$ cat config.mk
export PLATFORM = sky130hd
export DESIGN_NAME = plint_front
export DESIGN_NICKNAME = d
export VERILOG_FILES = /design/src/hw/rtl/plint_pkg.sv /design/src/hw/rtl/plint_front.sv
export SDC_FILE = /design/constraint.sdc
export NUM_CORES = 1
export LEC_CHECK = 0
export ABC_AREA = 1
export BUFFER_PORTS_ARGS = -buffer_cell sky130_fd_sc_hd__buf_4
export CAP_MARGIN = 10
export CORE_AREA = 3 3 66 68
export DETAILED_ROUTE_END_ITERATION = 6
export DIE_AREA = 0 0 69 71
export GPL_TIMING_DRIVEN = 1
export PLACE_DENSITY_LB_ADDON = 0.3
export SKIP_LAST_GASP = 1
export SYNTH_ARGS = -nofsm -noshare
export SYNTH_HDL_FRONTEND = slang
export SYNTH_SLANG_ARGS = --single-unit
$ cat constraint.sdc
create_clock -name vclk -period 0.8
set_input_delay 0.04 -clock vclk [all_inputs]
set_output_delay 0.04 -clock vclk [all_outputs]
set_load 0.05 [all_outputs]
$ cat src/hw/rtl/plint_pkg.sv
// Shared types, constants and codes for the piecewise linear interpolator.
package plint_pkg;

  localparam int MAX_POINTS_DEF = 16;
  localparam int DATA_W         = 32;
  localparam int SLOT_W         = 4;
  localparam int COUNT_W        = 5;
  localparam int CFG_IDX_W      = 1;
  localparam int QUEUE_DEPTH    = 2;
  // Quotient bits kept by the divider; anything at or above 2**QUO_W saturates.
  localparam int QUO_W          = 42;
  // Two quotient bits per divider cycle.
  localparam int DIV_STEPS      = QUO_W / 2;

  typedef enum logic {
    OP_LOAD = 1'b0,
    OP_EVAL = 1'b1
  } plint_op_t;

  typedef enum logic [CFG_IDX_W-1:0] {
    REG_POINT_COUNT = 1'b0,
    REG_EXTRAPOLATE = 1'b1
  } plint_reg_t;

  typedef struct packed {
    logic [COUNT_W-1:0] point_count;
    logic               extrapolate;
  } plint_cfg_t;

  // Queue entry: a load carries the point in a/b, an evaluate carries the query in a.
  typedef struct packed {
    plint_op_t         op;
    logic [SLOT_W-1:0] slot;
    logic [DATA_W-1:0] a;
    logic [DATA_W-1:0] b;
  } plint_item_t;

  typedef enum logic [2:0] {
    BK_IDLE,
    BK_PRIME,
    BK_SCAN,
    BK_DIFF,
    BK_MUL,
    BK_DIVINIT,
    BK_DIV,
    BK_FIN
  } plint_state_t;

endpackage

$ cat src/hw/rtl/plint_front.sv
// Front end: accepts input beats, classifies them and drops loads to absent slots.
module plint_front #(
  parameter int MAX_POINTS = plint_pkg::MAX_POINTS_DEF
) (
  input  logic                                in_valid,
  output logic                                in_ready,
  input  logic                                in_cmd,
  input  logic        [plint_pkg::SLOT_W-1:0] in_point_index,
  input  logic signed [plint_pkg::DATA_W-1:0] in_point_x,
  input  logic signed [plint_pkg::DATA_W-1:0] in_point_y,
  input  logic signed [plint_pkg::DATA_W-1:0] in_query_x,
  output logic                                push_valid,
  input  logic                                push_ready,
  output plint_pkg::plint_item_t              push_item
);

  logic is_eval;
  logic slot_ok;

  assign is_eval  = (in_cmd == plint_pkg::OP_EVAL);
  assign slot_ok  = (int'(in_point_index) < MAX_POINTS);

  // Take a beat whenever the queue has room; a dropped load simply vanishes.
  assign in_ready   = push_ready;
  assign push_valid = in_valid && (is_eval || slot_ok);

  always_comb begin
    push_item.op   = is_eval ? plint_pkg::OP_EVAL : plint_pkg::OP_LOAD;
    push_item.slot = in_point_index;
    push_item.a    = is_eval ? in_query_x : in_point_x;
    push_item.b    = in_point_y;
  end

endmodule

==> results.yml <==
outcome:
  status: "finished, final reports clean"
setup_path:
  crit_chain: "buf_4 > clkinv_8 > nand2_1 > nand2_1 > buf_4"
  arrival_ns: 0.70
  crit_start: "in_cmd"
  crit_family: "buffers and inverters"
  cp.depth: 5
  cp-end-kind: "output pin"
  critical_path.max_stage_delay_ns: 0.18
  required_ns: 0.76
  cp.buffers_inverters: 3
  crit_fanout: 32
  start_kind: "primary input"
  slowest_stage: "buf_4"
  worstSetupPathType: "primary input to output pin"
synth:
  netlist_area_um2: 785
  syn-instance-count: 143
  yosysWarnings: 0
  synth-seq-area-share: 0
  syn_avg_cell_area_um2: 5.49
  syn-num-nets: 246
  yosysUniqueCellTypes: 7
sta:
  worstMarginPinSlew_ns: 0.156
  slew_headroom: 0.896
  finalSetupViolCount: 0
  hold_viol: 0
  fin_crit_sh: 0.931
  post-route-min-period_ns: 0.745
  holdWs_ns: 0.0800
  setup_ws_ns: 0.0554
  maxSlewViolCount: 0
  rsz0062_at_grt: "yes"
  fmax_mhz: 1340
cells_and_area:
  num-nets-final: 302
  final_cells: 247
  ff_latch_area_um2: 0
  nFillCells: 457
  n_antenna_cell: 0
  multi_input_area_um2: 385
  area_delta_synth_final_pct: 58.7
  utilization: 0.318
  seq_cells: 0
  final_layout_size_suffix_gt1_frac: 0.563
  clkbuf_count: 0
floorplanning:
  io_pins: 174
  num_rows: 23
  die_h_um: 71
  start_util: 0.200
  core_um2: 3910
  die_area_um2: 4900
  die_w_um: 69
drt:
  routedWlPerCell_um: 10.7
  final_antenna_net_count: 0
  drt_wl_total_um: 2650
  drc: 0
  drt_iter0_drc: 15
  first_pass_iters: 4
  vias_per_cell: 3.95
  vias: 976
power:
  p_sw_mw: 0.687
  p_sw_frac: 0.608
  intPower_mw: 0.444
  pwr-share-clk: 0
  pwr-share-seq: 0
  ir_drop_mv: 0.215
  p_leak_nw: 0.787
  cellPowerDensity_nw_per_um2: 908
  combPwrFrac: 1.000
grt:
  grt_usage: 0.0847
  antenna_found_initial: 0
  grt_pass1_vias: 886
  grt_overflow_total: 0
  grt_pass1_wl_um: 3710
  grt_max_degree: 34
hold_path:
  hp-class: "primary input to output pin"
  hold_start: "in_point_y[24]"
  holdPathStages: 0
placed_design:
  dp_cells: 246
  place_congestion: 0.721
  hpwl_um: 1950
  numPortBuffers: 98
  place_ws_ns: 0.0494
run:
  cap_violations: 0
clock_network:
  post_cts_buffers: 0
-- routing by layer --
layer / share of wire / up-vias / GRT usage
li1: - / 491 / -
met2: 0.48 / 73 / 0.160
met4: 0.032 / 0 / 0.0304
met3: 0.13 / 18 / 0.0327
met1: 0.36 / 394 / 0.0840
met5: 0 / - / 0
-- what timing repair did --
action / 4_1_cts / 5_1_grt
endpoints found under the setup margin: 0 / 2
hold buffers: 0 / 0
gates resized for setup: 0 / 1
-- Yosys cell counts, drive strengths merged --
cell type	number	area, um2
buf	43	347
clkbuf	3	41.3
nand2	96	385
inv	1	11.3
-- layout by cell type (no fill, tap or decap) --
master / Yosys / final
clkinv_8: 0 / 1
nand2_1: 86 / 86
clkbuf_16: 0 / 1
buf_12: 1 / 1
nand2_2: 10 / 10
buf_4: 39 / 98
-- power by group through the flow --
stage	sequential (mW)	combinational, mW	clock (mW)
4_1_cts	0	1.12	0
3_5_place_dp	0	1.12	0
6_report	0	1.13	0
3_3_place_gp	0	1.12	0
5_1_grt	0	1.20	0
2_1_floorplan	0	1.20	0
-- final cells by class --
type / count / area share
Timing Repair Buffer: 100 / 0.627
Multi-Input combinational cell: 96 / 0.310
Tap cell: 50 / 0.0503
Inverter: 1 / 0.0131
-- metrics by stage --
stage | total power, mW | setup TNS (ns) | instance area (um2)
3_5_place_dp | 1.12 | 0 | 1210
2_1_floorplan | 1.20 | 0 | 785
4_1_cts | 1.12 | 0 | 1210
3_3_place_gp | 1.12 | 0 | 1210
5_1_grt | 1.20 | -0.00269 | 1240
6_report | 1.13 | 0 | 1240
-- worst paths after layout --
path	to	slack, ns
max	push_item[63]	0.06
min	push_item[24]	0.08
-- cells by family (layout without fill, tap and decap cells) --
kind of cell / count (synthesis) / after routing / share of synthesized area
simple gates: 96 / 96 / 0.491
buf+inv: 47 / 101 / 0.509
Power figures use the tool's default switching activity.
