--- config.mk ---
export PLATFORM = sky130hd
export DESIGN_NAME = plint_queue
export DESIGN_NICKNAME = d
export VERILOG_FILES = /design/src/hw/rtl/plint_pkg.sv /design/src/hw/rtl/plint_queue.sv
export SDC_FILE = /design/constraint.sdc
export NUM_CORES = 1
export LEC_CHECK = 0
export BUFFER_PORTS_ARGS = -buffer_cell sky130_fd_sc_hd__buf_2
export CAP_MARGIN = 5
export CELL_PAD_IN_SITES_DETAIL_PLACEMENT = 1
export CELL_PAD_IN_SITES_GLOBAL_PLACEMENT = 1
export CORE_MARGIN = 1.5
export CORE_UTILIZATION = 47
export DETAILED_ROUTE_END_ITERATION = 10
export PLACE_DENSITY = 0.91
export SKIP_LAST_GASP = 1
export SYNTH_ARGS = -nofsm -noshare
export SYNTH_HDL_FRONTEND = slang
export SYNTH_SLANG_ARGS = --single-unit
--- constraint.sdc ---
create_clock -name clk -period 4.54 [get_ports clk]
set_input_delay 0.681 -clock clk [delete_from_list [all_inputs] [get_ports clk]]
set_output_delay 0.681 -clock clk [all_outputs]
set_load 0.005 [all_outputs]
--- src/hw/rtl/plint_pkg.sv ---
// Shared types, constants and codes for the piecewise linear interpolator.
package plint_pkg;

  localparam int MAX_POINTS_DEF = 16;
  localparam int DATA_W         = 32;
  localparam int SLOT_W         = 4;
  localparam int COUNT_W        = 5;
  localparam int CFG_IDX_W      = 1;
  localparam int QUEUE_DEPTH    = 2;
  // Quotient bits kept by the divider; anything at or above 2**QUO_W saturates.
  localparam int QUO_W          = 42;
  // Two quotient bits per divider cycle.
  localparam int DIV_STEPS      = QUO_W / 2;

  typedef enum logic {
    OP_LOAD = 1'b0,
    OP_EVAL = 1'b1
  } plint_op_t;

  typedef enum logic [CFG_IDX_W-1:0] {
    REG_POINT_COUNT = 1'b0,
    REG_EXTRAPOLATE = 1'b1
  } plint_reg_t;

  typedef struct packed {
    logic [COUNT_W-1:0] point_count;
    logic               extrapolate;
  } plint_cfg_t;

  // Queue entry: a load carries the point in a/b, an evaluate carries the query in a.
  typedef struct packed {
    plint_op_t         op;
    logic [SLOT_W-1:0] slot;
    logic [DATA_W-1:0] a;
    logic [DATA_W-1:0] b;
  } plint_item_t;

  typedef enum logic [2:0] {
    BK_IDLE,
    BK_PRIME,
    BK_SCAN,
    BK_DIFF,
    BK_MUL,
    BK_DIVINIT,
    BK_DIV,
    BK_FIN
  } plint_state_t;

endpackage

--- src/hw/rtl/plint_queue.sv ---
// Short FIFO of classified items between the front end and the back end.
module plint_queue (
  input  logic                   clk,
  input  logic                   rst_n,
  input  logic                   push_valid,
  output logic                   push_ready,
  input  plint_pkg::plint_item_t push_item,
  output logic                   pop_valid,
  input  logic                   pop_ready,
  output plint_pkg::plint_item_t pop_item
);

  localparam int DEPTH = plint_pkg::QUEUE_DEPTH;
  localparam int PW    = (DEPTH > 1) ? $clog2(DEPTH) : 1;
  localparam int CW    = $clog2(DEPTH + 1);

  plint_pkg::plint_item_t mem_r [DEPTH];
  logic [PW-1:0] wr_ptr_r, wr_ptr_nxt;
  logic [PW-1:0] rd_ptr_r, rd_ptr_nxt;
  logic [CW-1:0] count_r, count_nxt;
  logic          push_fire;
  logic          pop_fire;

  assign push_ready = (count_r != CW'(DEPTH));
  assign pop_valid  = (count_r != '0);
  assign pop_item   = mem_r[rd_ptr_r];
  assign push_fire  = push_valid && push_ready;
  assign pop_fire   = pop_valid && pop_ready;

  always_comb begin
    wr_ptr_nxt = wr_ptr_r;
    rd_ptr_nxt = rd_ptr_r;
    count_nxt  = count_r;
    if (push_fire) begin
      wr_ptr_nxt = (wr_ptr_r == PW'(DEPTH - 1)) ? '0 : wr_ptr_r + PW'(1);
    end
    if (pop_fire) begin
      rd_ptr_nxt = (rd_ptr_r == PW'(DEPTH - 1)) ? '0 : rd_ptr_r + PW'(1);
    end
    if (push_fire && !pop_fire) begin
      count_nxt = count_r + CW'(1);
    end else if (pop_fire && !push_fire) begin
      count_nxt = count_r - CW'(1);
    end
  end

  always_ff @(posedge clk) begin
    if (!rst_n) begin
      wr_ptr_r <= '0;
      rd_ptr_r <= '0;
      count_r  <= '0;
    end else begin
      wr_ptr_r <= wr_ptr_nxt;
      rd_ptr_r <= rd_ptr_nxt;
      count_r  <= count_nxt;
    end
  end

  always_ff @(posedge clk) begin
    if (push_fire) begin
      mem_r[wr_ptr_r] <= push_item;
    end
  end

endmodule

==> flow_metrics.env <==
export IMPL_fin_skew_ps=6.551
export IMPL_maxSlewViolCount=0
export IMPL_htreeDepth=4
export IMPL_clk_insertion_delay_late_ps=500
export IMPL_tns_ps=0
export IMPL_cts_max_path_buffers=2
export IMPL_final_nets=468
export IMPL_synth_area_top_cells="edfxtp_1 79%, mux2_2 13%, mux2_4 2.9%"
export IMPL_crit_required_ps=3860
export IMPL_final_util_pct=61.97
export IMPL_placed_cells=515
export IMPL_path_class="reg -> out"
export IMPL_slowest_delay_ps=990
export IMPL_n_fill_cell=991
export IMPL_finalCritPeriodShare_pct=60.88
export IMPL_dpl_hpwl_mm=6.902
export IMPL_relSlewSlack_pct=35.06
export IMPL_overflow=0
export IMPL_hold_viol=0
export IMPL_syn_avg_cell_area_um2=22.01
export IMPL_dieArea_um2=11840
export IMPL_cts_made_buffers=17
export IMPL_irDropWorstVdd_mv=0.3242
export IMPL_die_w_um=108.8
export IMPL_critPathArrivalTime_ps=2080
export IMPL_cts_sinks=143
export IMPL_area_growth_pct=28.28
export IMPL_status="finished clean"
export IMPL_setup_viol=0
export IMPL_post_cts_buffers=0
export IMPL_worstMarginPinSlew_ps=974.1
export IMPL_syn_inst=239
export IMPL_crit_fanout=69
export IMPL_ys_ff_latch=143
export IMPL_rows=38
export IMPL_dr_pass1_iters=4
export IMPL_path_buf_inv=1
export IMPL_core_area_um2=10890
export IMPL_grt_max_degree=70
export IMPL_hp_class="in -> reg"
export IMPL_clock_fmax_mhz=361.8
export IMPL_wl_per_cell_um=19.12
export IMPL_drtIter0Drc=134
export IMPL_route_detailed_drc=0
export IMPL_max_cap_viol_count=0
export IMPL_ctsRootBufferMaster="clkbuf_8"
export IMPL_initial_utilization_pct=48.31
export IMPL_syn_cell_area_um2=5260
export IMPL_clk_pin_slew_ps=60
export IMPL_via_count=2738
export IMPL_viasPerCell=5.005
export IMPL_synth_net_count=313
export IMPL_ios=144
export IMPL_cts_resized=0
export IMPL_yosysTopAreaCellShare_pct=78.78
export IMPL_startpoint_type="flop"
export IMPL_cts_tree="yes"
export IMPL_total_power_mw=3.999
export IMPL_multi_input_area_um2=958.4
export IMPL_final_instance_count_excl_fill=547
export IMPL_grt_antenna_before_repair=0
export IMPL_min_path_cells=1
export IMPL_die_h_um=108.8
export IMPL_placed_area_um2=6108
export IMPL_p_per_area_nw_per_um2=592.6
export IMPL_rsz0062_at_grt="false"
export IMPL_p_leak_nw=2.553
export IMPL_slowest_stage="dfxtp_4"
export IMPL_period_minus_slack_ps=2764
export IMPL_rr_worst_depth=4
export IMPL_seq_area_frac_synth_pct=80.69
export IMPL_drtAntennaViolNets=0
export IMPL_stdcell_area_um2=6748
export IMPL_ys_warnings_count=0
export IMPL_grtUsageTotal_pct=18.55
export IMPL_yosysTopAreaCell="edfxtp_1"
export IMPL_cp_end_kind="output port"
export IMPL_ys_types=21
export IMPL_drt_wl_total_mm=10.46
export IMPL_num_antenna_cells=0
export IMPL_first_global_vias=3047
export IMPL_grt_pass1_wl_mm=15.73
export IMPL_seqCellArea_um2=4248
export IMPL_holdBufCountCts=0
export IMPL_cpLargestDelayFamily="flip-flops"
export IMPL_numPortBuffers=143
export IMPL_crit_path_cell_trace="mux2_2 > buf_2"
export IMPL_drive_above_1_share_pct=60.44
export IMPL_worstSetupPathDepth=2
export IMPL_gp_congestion=0.6912
==> layer usage <==
| metal | routed length [µm] | share of wire [%] | GRT usage, % | vias up |
|---|---|---|---|---|
| met3 | 635 | 6.1 | 6.037 | 11 |
| met2 | 5618 | 54 | 32.08 | 108 |
| met5 | 0 | 0 | 0 | - |
| met1 | 4063 | 39 | 21.05 | 1366 |
| met4 | 140 | 1.3 | 8.083 | 0 |
| li1 | - | - | - | 1253 |
==> worst paths after layout <==
path         slack [ps]           from      endpoint
max                1780           flop  pop_item[48]
min                 370  push_item[63]  mem_r[0][63]
max reg2reg        2280     count_r[0]  mem_r[0][15]
min reg2reg         600       rd_ptr_r          flop
==> cell usage after synthesis (all sizes together) <==
cell    count
nand2b      1
a21bo       1
xor2        1
nand3b      1
edfxtp    138
and2        4
dfxtp       5
buf         8
inv         1
a21boi      2
xnor2       2
mux2       69
or3         1
or2         1
ha          1
o21ai       2
and3        1
==> cell usage in the layout (no fill, tap or decap), drive strengths merged <==
master / n
a21bo: 1
a21boi: 2
and2: 4
and3: 1
buf: 144
bufinv: 6
clkbuf: 19
clkinv: 6
clkinvlp: 1
dfxtp: 5
edfxtp: 138
ha: 1
inv: 1
mux2: 69
nand2b: 1
nand3b: 1
o21ai: 2
or2: 1
or3: 1
xnor2: 2
xor2: 1
==> flip-flops by register name, summed over array words and instances, names as in the netlist, named ones only <==
register,cells
mem_r,138
count_r,2
rd_ptr_r,1
wr_ptr_r,1
==> logic make-up after synthesis <==
logic type	after synthesis	synth area share [%]
adders and majority gates	1	0.2378
DFF	143	80.69
and+or+nand+nor	9	1.237
muxes	69	15.49
xor gates and xnor gates	3	0.4996
buffers and inverters	9	1.189
AOI/OAI and AO/OA	5	0.6660
==> cell type report <==
type / instances / area share [%]
clock buffers: 19 / 6.249
multi-input cells: 87 / 14.20
clock inverters: 13 / 3.226
repair buffers: 144 / 10.72
inverters: 1 / 0.05563
well taps: 140 / 2.596
flip-flops and latches: 143 / 62.95
==> stage by stage <==
step / hold slack [ps] / worst slack (ps)
floorplan: 512.4 / 1757
global placement: 532.4 / 2127
detailed placement: 597.7 / 2059
CTS: 338.3 / 1724
global route: 334.3 / 1654
finish: 366.8 / 1776
==> power breakdown <==
group	internal [mW]	switching (mW)
registers	1.65	0.139
clock network	0.996	0.488
logic	0.414	0.308
==> worst reg2reg max path: stages, from the launching register on <==
cell	delay, ps
dfxtp_1	430
nand2b_4	190
nand3b_1	110
inv_2	560
buf_4	600
Note: power is estimated with default switching activity, not from simulation.
